**src/hdl/lht_pkg.sv**
```systemverilog
`timescale 1ns / 1ps
`default_nettype none
// ----------------------------------------------------------------------------
// lht_pkg: shared types and codes for the linear hash table
// Request kinds, result codes, controller operation codes and the
// command/status structs between the controller and the datapath.
// ----------------------------------------------------------------------------
package lht_pkg;

  localparam int KIND_W   = 2;
  localparam int STATUS_W = 2;
  localparam int KEY_W    = 64;
  localparam int DATA_W   = 64;
  localparam int LL_W     = 4;

  localparam logic [LL_W-1:0] LL_RESET = 4'd5;

  localparam logic [KIND_W-1:0] KIND_LOOKUP = 2'd0;
  localparam logic [KIND_W-1:0] KIND_INSERT = 2'd1;
  localparam logic [KIND_W-1:0] KIND_REMOVE = 2'd2;

  localparam logic [STATUS_W-1:0] ST_OK   = 2'd0;
  localparam logic [STATUS_W-1:0] ST_MISS = 2'd1;
  localparam logic [STATUS_W-1:0] ST_FULL = 2'd2;

  localparam int OP_W = 5;
  localparam logic [OP_W-1:0] OP_CLEAR     = 5'd0;
  localparam logic [OP_W-1:0] OP_IDLE      = 5'd1;
  localparam logic [OP_W-1:0] OP_DISPATCH  = 5'd2;
  localparam logic [OP_W-1:0] OP_HEAD      = 5'd3;
  localparam logic [OP_W-1:0] OP_HEADW     = 5'd4;
  localparam logic [OP_W-1:0] OP_LK_RD     = 5'd5;
  localparam logic [OP_W-1:0] OP_LK_CMP    = 5'd6;
  localparam logic [OP_W-1:0] OP_INS       = 5'd7;
  localparam logic [OP_W-1:0] OP_SP_START  = 5'd8;
  localparam logic [OP_W-1:0] OP_SP_HEADW  = 5'd9;
  localparam logic [OP_W-1:0] OP_SP_RD     = 5'd10;
  localparam logic [OP_W-1:0] OP_SP_CMP    = 5'd11;
  localparam logic [OP_W-1:0] OP_SP_WR_OLD = 5'd12;
  localparam logic [OP_W-1:0] OP_SP_WR_NEW = 5'd13;
  localparam logic [OP_W-1:0] OP_ALLOC     = 5'd14;
  localparam logic [OP_W-1:0] OP_ALLOC_W   = 5'd15;
  localparam logic [OP_W-1:0] OP_INS_HEAD  = 5'd16;
  localparam logic [OP_W-1:0] OP_INS_LINK  = 5'd17;
  localparam logic [OP_W-1:0] OP_RM_RD     = 5'd18;
  localparam logic [OP_W-1:0] OP_RM_CMP    = 5'd19;
  localparam logic [OP_W-1:0] OP_RM_FREE   = 5'd20;
  localparam logic [OP_W-1:0] OP_FIN       = 5'd21;

  typedef struct packed {
    logic [OP_W-1:0] op;
    logic            in_acc;
    logic            out_load;
  } cmd_t;

  typedef struct packed {
    logic [KIND_W-1:0] kind;
    logic              cur_nil;
    logic              lk_hit;
    logic              rm_hit;
    logic              pool_full;
    logic              split_go;
    logic              free_avail;
    logic              clr_done;
  } sts_t;

endpackage
`default_nettype wire

```
**src/hdl/lht_ctrl.sv**
```systemverilog
`timescale 1ns / 1ps
`default_nettype none
// ----------------------------------------------------------------------------
// lht_ctrl: linear hash table controller
// Sequences head clearing, chain walks, bucket splits and allocation, and
// owns the request and response handshakes.
// ----------------------------------------------------------------------------
module lht_ctrl (
  input  wire                clk_i,
  input  wire                rst_ni,
  input  wire                req_valid_i,
  output logic               req_ready_o,
  output logic               rsp_valid_o,
  input  wire                rsp_ready_i,
  input  wire lht_pkg::sts_t sts_i,
  output lht_pkg::cmd_t      cmd_o
);

  logic [lht_pkg::OP_W-1:0] state_q, state_d;
  logic                     out_valid_q, out_valid_d;
  logic                     out_load;

  assign req_ready_o = (state_q == lht_pkg::OP_IDLE);
  assign rsp_valid_o = out_valid_q;
  assign out_load    = (state_q == lht_pkg::OP_FIN) && (!out_valid_q || rsp_ready_i);

  assign cmd_o.op       = state_q;
  assign cmd_o.in_acc   = req_valid_i && req_ready_o;
  assign cmd_o.out_load = out_load;

  always_comb begin
    state_d = state_q;
    unique case (state_q)
      lht_pkg::OP_CLEAR:    if (sts_i.clr_done) state_d = lht_pkg::OP_IDLE;
      lht_pkg::OP_IDLE:     if (req_valid_i) state_d = lht_pkg::OP_DISPATCH;
      lht_pkg::OP_DISPATCH: begin
        unique case (sts_i.kind) inside
          lht_pkg::KIND_LOOKUP, lht_pkg::KIND_REMOVE: state_d = lht_pkg::OP_HEAD;
          lht_pkg::KIND_INSERT: state_d = lht_pkg::OP_INS;
          default: state_d = lht_pkg::OP_FIN;
        endcase
      end
      lht_pkg::OP_HEAD:     state_d = lht_pkg::OP_HEADW;
      lht_pkg::OP_HEADW:    state_d = (sts_i.kind == lht_pkg::KIND_REMOVE) ?
                                      lht_pkg::OP_RM_RD : lht_pkg::OP_LK_RD;
      lht_pkg::OP_LK_RD:    state_d = sts_i.cur_nil ? lht_pkg::OP_FIN : lht_pkg::OP_LK_CMP;
      lht_pkg::OP_LK_CMP:   state_d = sts_i.lk_hit ? lht_pkg::OP_FIN : lht_pkg::OP_LK_RD;
      lht_pkg::OP_INS: begin
        if (sts_i.pool_full) begin
          state_d = lht_pkg::OP_FIN;
        end else if (sts_i.split_go) begin
          state_d = lht_pkg::OP_SP_START;
        end else begin
          state_d = lht_pkg::OP_ALLOC;
        end
      end
      lht_pkg::OP_SP_START:  state_d = lht_pkg::OP_SP_HEADW;
      lht_pkg::OP_SP_HEADW:  state_d = lht_pkg::OP_SP_RD;
      lht_pkg::OP_SP_RD:     state_d = sts_i.cur_nil ? lht_pkg::OP_SP_WR_OLD : lht_pkg::OP_SP_CMP;
      lht_pkg::OP_SP_CMP:    state_d = lht_pkg::OP_SP_RD;
      lht_pkg::OP_SP_WR_OLD: state_d = lht_pkg::OP_SP_WR_NEW;
      lht_pkg::OP_SP_WR_NEW: state_d = lht_pkg::OP_ALLOC;
      lht_pkg::OP_ALLOC:     state_d = sts_i.free_avail ? lht_pkg::OP_ALLOC_W :
                                       lht_pkg::OP_INS_HEAD;
      lht_pkg::OP_ALLOC_W:   state_d = lht_pkg::OP_INS_HEAD;
      lht_pkg::OP_INS_HEAD:  state_d = lht_pkg::OP_INS_LINK;
      lht_pkg::OP_INS_LINK:  state_d = lht_pkg::OP_FIN;
      lht_pkg::OP_RM_RD:     state_d = sts_i.cur_nil ? lht_pkg::OP_FIN : lht_pkg::OP_RM_CMP;
      lht_pkg::OP_RM_CMP:    state_d = sts_i.rm_hit ? lht_pkg::OP_RM_FREE : lht_pkg::OP_RM_RD;
      lht_pkg::OP_RM_FREE:   state_d = lht_pkg::OP_FIN;
      // hold until the response slot frees up
      lht_pkg::OP_FIN:       if (out_load) state_d = lht_pkg::OP_IDLE;
      default:               state_d = lht_pkg::OP_IDLE;
    endcase
  end

  always_comb begin
    out_valid_d = out_valid_q;
    if (out_load) begin
      out_valid_d = 1'b1;
    end else if (rsp_ready_i) begin
      out_valid_d = 1'b0;
    end
  end

  always_ff @(posedge clk_i or negedge rst_ni) begin
    if (!rst_ni) begin
      state_q     <= lht_pkg::OP_CLEAR;
      out_valid_q <= 1'b0;
    end else begin
      state_q     <= state_d;
      out_valid_q <= out_valid_d;
    end
  end

`ifndef SYNTHESIS
  a_fin_waits: assert property (@(posedge clk_i) disable iff (!rst_ni)
    (state_q == lht_pkg::OP_FIN) && out_valid_q && !rsp_ready_i |=>
      (state_q == lht_pkg::OP_FIN))
    else $error("result overwrote a pending response");
  a_load_sets_valid: assert property (@(posedge clk_i) disable iff (!rst_ni)
    out_load |=> out_valid_q)
    else $error("response load did not raise valid");
  a_split_end: assert property (@(posedge clk_i) disable iff (!rst_ni)
    (state_q == lht_pkg::OP_SP_RD) && sts_i.cur_nil |=>
      (state_q == lht_pkg::OP_SP_WR_OLD))
    else $error("split walk did not finish at chain end");
`endif

endmodule
`default_nettype wire

```
**config.mk**
```make
export PLATFORM = sky130hd
export DESIGN_NAME = lht_ctrl
export DESIGN_NICKNAME = d
export VERILOG_FILES = /design/src/hdl/lht_pkg.sv /design/src/hdl/lht_ctrl.sv
export SDC_FILE = /design/constraint.sdc
export NUM_CORES = 1
export LEC_CHECK = 0
export ABC_AREA = 1
export BUFFER_PORTS_ARGS = -buffer_cell sky130_fd_sc_hd__buf_2
export CELL_PAD_IN_SITES_DETAIL_PLACEMENT = 1
export CELL_PAD_IN_SITES_GLOBAL_PLACEMENT = 1
export CORE_AREA = 4 4 52 54
export DETAILED_ROUTE_END_ITERATION = 10
export DIE_AREA = 0 0 56 58
export GPL_TIMING_DRIVEN = 0
export PLACE_DENSITY = 0.81
export SKIP_LAST_GASP = 1
export SYNTH_ARGS = -nofsm -noshare
export SYNTH_HDL_FRONTEND = slang
export SYNTH_SLANG_ARGS = --single-unit
```
**constraint.sdc**
```tcl
create_clock -name clk_i -period 1.6 [get_ports clk_i]
set_input_delay 0.24 -clock clk_i [delete_from_list [all_inputs] [get_ports clk_i]]
set_output_delay 0.24 -clock clk_i [all_outputs]
set_load 0.1 [all_outputs]
```
Word-level counts from Yosys, hierarchy flattened --
Index checks and enable logic that the tools add are counted.
Word-level totals: flip-flop bits (word level) 6, latch bits 0, bits in writable memories 0, ROM bits 0, output and inout port bits 9, logic and storage cells 55, memories 0
Operators by class: add/subtract/negate cells 0, multiply operators 0, div/mod/pow operators 0, magnitude comparators 0, equal/unequal tests 26, shifts and indexed selects 0, multiplexer cells 16, bitwise operators 0, reduce and logical (&&, ||, !) cells 11
Operators with widths (number):
- $pmux 5 s20 | 1
- $eq 5x4->1 const B | 8
- $mux 5 | 8
- $eq 5x5->1 const B | 6
- $eq 5x3->1 const B | 4
- $mux 3 | 4
- $eq 5x2->1 const B | 2
- $pmux 5 s2 | 1
- $ne 2x2->1 const B | 3
- $reduce_or 2->1 | 3
- $eq 5x1->1 const B | 1
- $logic_not 5->1 | 1
- $reduce_and 3->1 | 1
- $eq 2x1->1 const B | 1
- $eq 2x2->1 const B | 1
- $logic_and 1x1->1 | 2
- $logic_not 2->1 | 1
- $mux 1 | 2
- $reduce_bool 2->1 | 1
- $logic_not 1->1 | 1
- $logic_or 1x1->1 | 1

Longest topological paths before layout --
Gate-level depths: netlist (run 1).
depth after elaboration 5, depth in mapped cells 12, depth with buffers taken out 11

Worst setup path before layout (run 1) --
No wires, ideal clock.
kind flip-flop to output port, start point register state_q[0] in the netlist's numbering, end point output port cmd_o[1] in the netlist's numbering, data arrival time 2.680 ns, data required time 1.360 ns, setup slack -1.320 ns, cell stages (with the launch flop) 5, cell sequence dfrtp_1 -> nand2_1 -> nor2_1 -> nand2_1 -> nor2_1
RTL lines:
- start, declared | line lht_ctrl.sv:19 | logic [lht_pkg::OP_W-1:0] state_q, state_d;
- start signal, assigned | line lht_ctrl.sv:88 | state_q <= lht_pkg::OP_CLEAR;
- start signal, assigned | line lht_ctrl.sv:91 | state_q <= state_d;
- end, declared | line lht_ctrl.sv:16 | output lht_pkg::cmd_t cmd_o

==> results of run 1 <==
## per-layer routing
layer / track usage / vias up / share of wire
li1: - / 486 / -
met1: 0.214 / 528 / 0.42
met2: 0.337 / 46 / 0.50
met3: 0.0290 / 17 / 0.049
met4: 0.0712 / 0 / 0.030
met5: 0 / - / 0
## synthesized netlist by cell type (all sizes together)
master and count:
a21oi 3, a41o 1, buf 2, dfrtp 6, inv 18, nand2 38, nand3 12, nand4 1
nor2 33, nor3 6, o211ai 1, o21ai 5, o21bai 1
## stage by stage
stage / hold slack, ns / util / area (sq um)
after floorplan: -0.0556 / - / 721
after detailed placement: 0.0721 / 0.389 / 861
after global routing: 0.193 / 0.533 / 1180
after global placement: 0.0656 / 0.389 / 861
final: 0.198 / 0.533 / 1180
after CTS: 0.179 / 0.470 / 1040
## what timing repair did
action	CTS	global route
hold buffers	1	0
resized for setup	17	31
buffers inserted	13	8
endpoints found under the hold margin	6	0
pin swaps	3	6
endpoints found under the setup margin	3	8
## power by group
part | switching (mW) | total [mW] | internal, mW
combinational | 1.63 | 2.35 | 0.729
clock | 0.0589 | 0.144 | 0.0852
sequential | 0.145 | 0.408 | 0.262
total | 1.83 | 2.91 | 1.08
## worst max-delay path, cell delays in order (launching register included)
cell and delay [ns]:
dfrtp_4 0.49, clkinv_4 0.09, nand2_8 0.06, buf_6 0.12, nor2_4 0.11, nand2_4 0.09
nor2_4 0.11, buf_12 0.18
## area by class of cell
type                    instances  area (sq um)  share of cell area
clock buffers                   3          22.5              0.0191
inverters                      18          81.3              0.0690
multi-input cells             101           559               0.475
flip-flops and latches          6           170               0.144
well taps                      28          35.0              0.0297
repair buffers                 41           310               0.263
## registers in the layout, summed over array words and instances (netlist names)
name	cells
state_q	5
rsp_valid_o	1
## final timing paths
check / from / to / slack [ns]
worst max-delay path: state_q[1]$_DFFE_PN0P_ / cmd_o[1] / -0.15
worst min-delay path: rsp_ready_i / rsp_valid_o$_DFFE_PN0P_ / 0.20
worst max register to register: state_q[1]$_DFFE_PN0P_ / state_q[2]$_DFFE_PN0P_ / -0.15
worst min register to register: rsp_valid_o$_DFFE_PN0P_ / rsp_valid_o$_DFFE_PN0P_ / 0.58
max in group asynchronous: rst_ni / state_q[2]$_DFFE_PN0P_ / 1.08
min in group asynchronous: rst_ni / state_q[1]$_DFFE_PN0P_ / 0.35
## placed cells by master (no fill, tap or decap), drive strengths merged
cell         synthesis  layout
nor3                 6       6
nand4                1       1
nor2                33      33
buf                  2      40
clkbuf               0       3
dlygate4sd3          0       1
dfrtp                6       6
clkinv               0       1
a41o                 1       1
o211ai               1       1
inv                 18      16
clkinvlp             0       1
a21oi                3       3
nand3               12      12
nand2               38      38
o21ai                5       5
o21bai               1       1
## cell families after synthesis
kind of cell	count (synthesis)
flops	6
simple gates	90
compound gates	11
buf+inv	20
==> impl_metrics.toml, run 1 <==
[power]
p_per_area_nw_per_um2 = 2470
ir_drop_v = 0.00133
total_power_mw = 2.91
leakage_nw = 0.621

[global_routing]
grt_start_max_net_pins = 11
grt_use_total = 0.184
overflow = 0
grt_pass1_vias = 1030
grt_pass1_wl_microns = 4700
antenna_found_initial = 0

[clock_network]
clock-sinks = 6
root_buffer = "clkbuf_4"
cts_buffers = 3
clk_latency_ns = 0.25
cts_max_path_buffers = 2
cts_tree = "done"
clkTransAtPathRegs_ns = 0.05
htreeDepth = 1

[logic_synthesis]
ys_warn_count = 0
netlist-cell-type-count = 15
synth_seq_area_share = 0.225
synthAdderAreaFrac = 0
synth_compound_area_frac = 0.103
muxShareOfSynthArea = 0
synth_top_family_by_area = "simple AND/OR/NAND/NOR gates"
netlist_area_sq_um = 667
synth_area_leaders = "dfrtp_1, nand2_1, nor2_1"
synth-seq-cells = 6
synth_xor_area_frac = 0
syn-mean-instance-area_sq_um = 5.25
synth_fp_nets = 140
synth_top_area_frac = 0.225
synth_top_cell_by_area = "dfrtp_1"
syn_inst = 127
synth_simple_gate_area_share = 0.548

[sta]
finalSetupViolCount = 6
period_share = 1.09
clock_skew_ns = 0.00888
hold_viol = 0
tightest_slew_ns = 0.490
slew-limit-headroom = 0.676
rsz0062_at_grt = "true"
slew_viol_final = 0
setup_ws_ns = -0.149
fin_setup_tns_ns = -0.591
fmax_mhz = 572
period_needed_ns = 1.75

[worst_setup_path]
worstPathArrival_ns = 1.51
critical_path_class = "flop to output pin"
cp-end-kind = "output pin"
crit_path_start_kind = "flop"
crit_required_ns = 1.36
crit_fanout = 4
ff2ff_path_depth = 7

[floorplanning]
io_pins = 22
die_y_microns = 58
fp.coreArea_sq_um = 2210
rows = 17
die-area_sq_um = 3250
die_w_microns = 56
initial_utilization = 0.301

[placement]
numPlacedInstances = 176
pre_cts_ws_ns = -0.297
hpwl_microns = 1960
io_buffers = 21
gp_congestion = 0.887

[worst_hold_path]
holdPathStages = 2
hold_path.class = "primary input to flop"

[drt]
wirelength_microns = 3420
drt_pass1_iterations = 4
drt_iter0_drc = 53
vias = 1077
wl_per_cell_microns = 17.3
postRouteAntennaNets = 0
remaining_drc_errors = 0
via_per_inst = 5.47

[run_status]
violations = "negative setup slack"
status = "complete, but fails checks"

[finish]
area_growth_pct = 76.7
nNetsFinal = 184
drive_above_1_share = 0.467
fin_cells = 197
nFillCells = 305
antenna_cells = 0

[run]
max_cap_viol_count = 0
(Power assumes the default switching activity.)
==> inputs of run 2 (changes only) <==
--- a/config.mk
+++ b/config.mk
@@ -13,7 +13,7 @@
 export DETAILED_ROUTE_END_ITERATION = 10
 export DIE_AREA = 0 0 56 58
 export GPL_TIMING_DRIVEN = 0
-export PLACE_DENSITY = 0.81
+export PLACE_DENSITY_LB_ADDON = 0.1
 export SKIP_LAST_GASP = 1
 export SYNTH_ARGS = -nofsm -noshare
 export SYNTH_HDL_FRONTEND = slang
==> run 2 against run 1 <==
The run still ends with negative setup slack left. Combinational power barely moved. Maximum frequency decreased by 2.1%. Register-to-register slack improved by 0.04 ns. Clock-buffer cell count unchanged. Utilization decreased by 1.1 points. Design area shrank 2.0%. Worst hold slack lost 0.027 ns. Largest cell class unchanged. Power is 1.2% lower. Sequential share of layout area up 0.30 points. Critical path type unchanged. Clock skew is 0.0053 ns lower. Highest routed layer unchanged.
==> impl_metrics.toml, run 2 (synthesis gave the netlist of run 1 again) <==
[sta]
clock_skew_ns = 0.00363
fin_setup_tns_ns = -0.494
period_share = 1.12
period_needed_ns = 1.79
slew-limit-headroom = 0.679
finalSetupViolCount = 4
rsz0062_at_grt = "true"
hold_ws_ns = 0.172
tightest_slew_ns = 0.485
slew_viol_final = 0
setup_ws_ns = -0.187
hold_viol = 0
fmax_mhz = 560

[worst_setup_path]
crit_required_ns = 1.36
critical_path_class = "flop to output pin"
crit_fanout = 4
cp-startpoint = "state_q[1]$_DFFE_PN0P_"
cp-end-kind = "output pin"
worstPathArrival_ns = 1.55
r2r-start = "state_q[2]$_DFFE_PN0P_"
crit_path_start_kind = "flop"

[power]
p_per_area_nw_per_um2 = 2490
ir_drop_v = 0.00128
total_power_mw = 2.87
leakage_nw = 0.595

[clock_network]
clk_latency_ns = 0.26
clkTransAtPathRegs_ns = 0.05
cts_buffers = 3
root_buffer = "clkbuf_4"
clock-sinks = 6
cts_max_path_buffers = 2
htreeDepth = 1
cts_tree = "done"

[finish]
largest_reg_flops = 5
area_growth_pct = 73.2
layout_commonest_cell = "nand2_1"
final_cell_mix = "nand2_1, nor2_1, buf_2"
top_register = "state_q"
fin_area_sq_um = 1150
postLayoutCoreUtil = 0.522
fin_cells = 195
nNetsFinal = 182
drive_above_1_share = 0.479
antenna_cells = 0

[floorplanning]
fp.coreArea_sq_um = 2210
die-area_sq_um = 3250
io_pins = 22
die_w_microns = 56
initial_utilization = 0.301
die_y_microns = 58
rows = 17

[placement]
gp_congestion = 0.848
io_buffers = 21
pre_cts_ws_ns = -0.342
dpl_cell_area_sq_um = 861
numPlacedInstances = 176
hpwl_microns = 2020

[run]
max_cap_viol_count = 0

[global_routing]
grt_pass1_wl_microns = 4350
grt_pass1_vias = 953
grt_start_max_net_pins = 11
overflow = 0
grt_use_total = 0.174
antenna_found_initial = 0

[drt]
remaining_drc_errors = 0
wirelength_microns = 3020
wl_per_cell_microns = 15.5
postRouteAntennaNets = 0
via_per_inst = 5.06
drt_iter0_drc = 19
drt_pass1_iterations = 4
vias = 986

[worst_hold_path]
hold_path.class = "primary input to flop"
min-delay-start = "rsp_ready_i"

[run_status]
violations = "negative setup slack"
status = "complete, but fails checks"
run 2: cell count changes in the layout (fill, tap and decap cells not counted), moves of 2 or more:
cell and delta:
inv_2 +2, nand2_2 +3, nand2_4 -2, nand3_1 -2
run 2: critical path, stage by stage, from the launching register on:
cell,delay [ns]
dfrtp_4,0.50
inv_4,0.09
nand2_4,0.07
nor3_4,0.20
inv_2,0.06
nor2_2,0.09
buf_6,0.11
buf_12,0.16
run 2: final cells by class:
class	count	area (sq um)
Inverter	18	73.8
Fill cell	315	1060
Buffer	1	11.3
Sequential cell	6	170
Clock buffer	3	22.5
Tap cell	28	35.0
Multi-Input combinational cell	101	562
Timing Repair Buffer	38	280
run 2: timing repair:
action | CTS | global route
pin swaps | 5 | 12
setup endpoints to repair | 4 | 6
hold buffers | 1 | 0
setup buffers | 8 | 8
hold endpoints to repair | 6 | 0
resized for setup | 19 | 24
run 2: final timing paths:
| check | endpoint | slack [ns] | cells after the start |
|---|---|---|---|
| max | cmd_o[0] | -0.19 | 7 |
| min | rsp_valid_o$_DFFE_PN0P_ | 0.17 | 2 |
| max reg2reg | state_q[0]$_DFFE_PN0P_ | -0.11 | 12 |
| min reg2reg | rsp_valid_o$_DFFE_PN0P_ | 0.59 | 2 |
| max in group asynchronous | state_q[0]$_DFFE_PN0P_ | 1.09 | 2 |
| min in group asynchronous | state_q[3]$_DFFE_PN0P_ | 0.34 | 2 |
run 2: power by group:
group	switching, mW	leakage (nW)	internal (mW)
Sequential	0.116	0.0685	0.262
Clock	0.0677	0.0138	0.0857
Combinational	1.59	0.512	0.745
Total	1.78	0.595	1.09
run 2: routing by layer:
layer	up-vias	track usage	routed length, microns
li1	485	-	-
met1	465	0.209	1250
met2	32	0.317	1570
met3	4	0.0379	162
met4	0	0.0407	31
met5	-	0	0
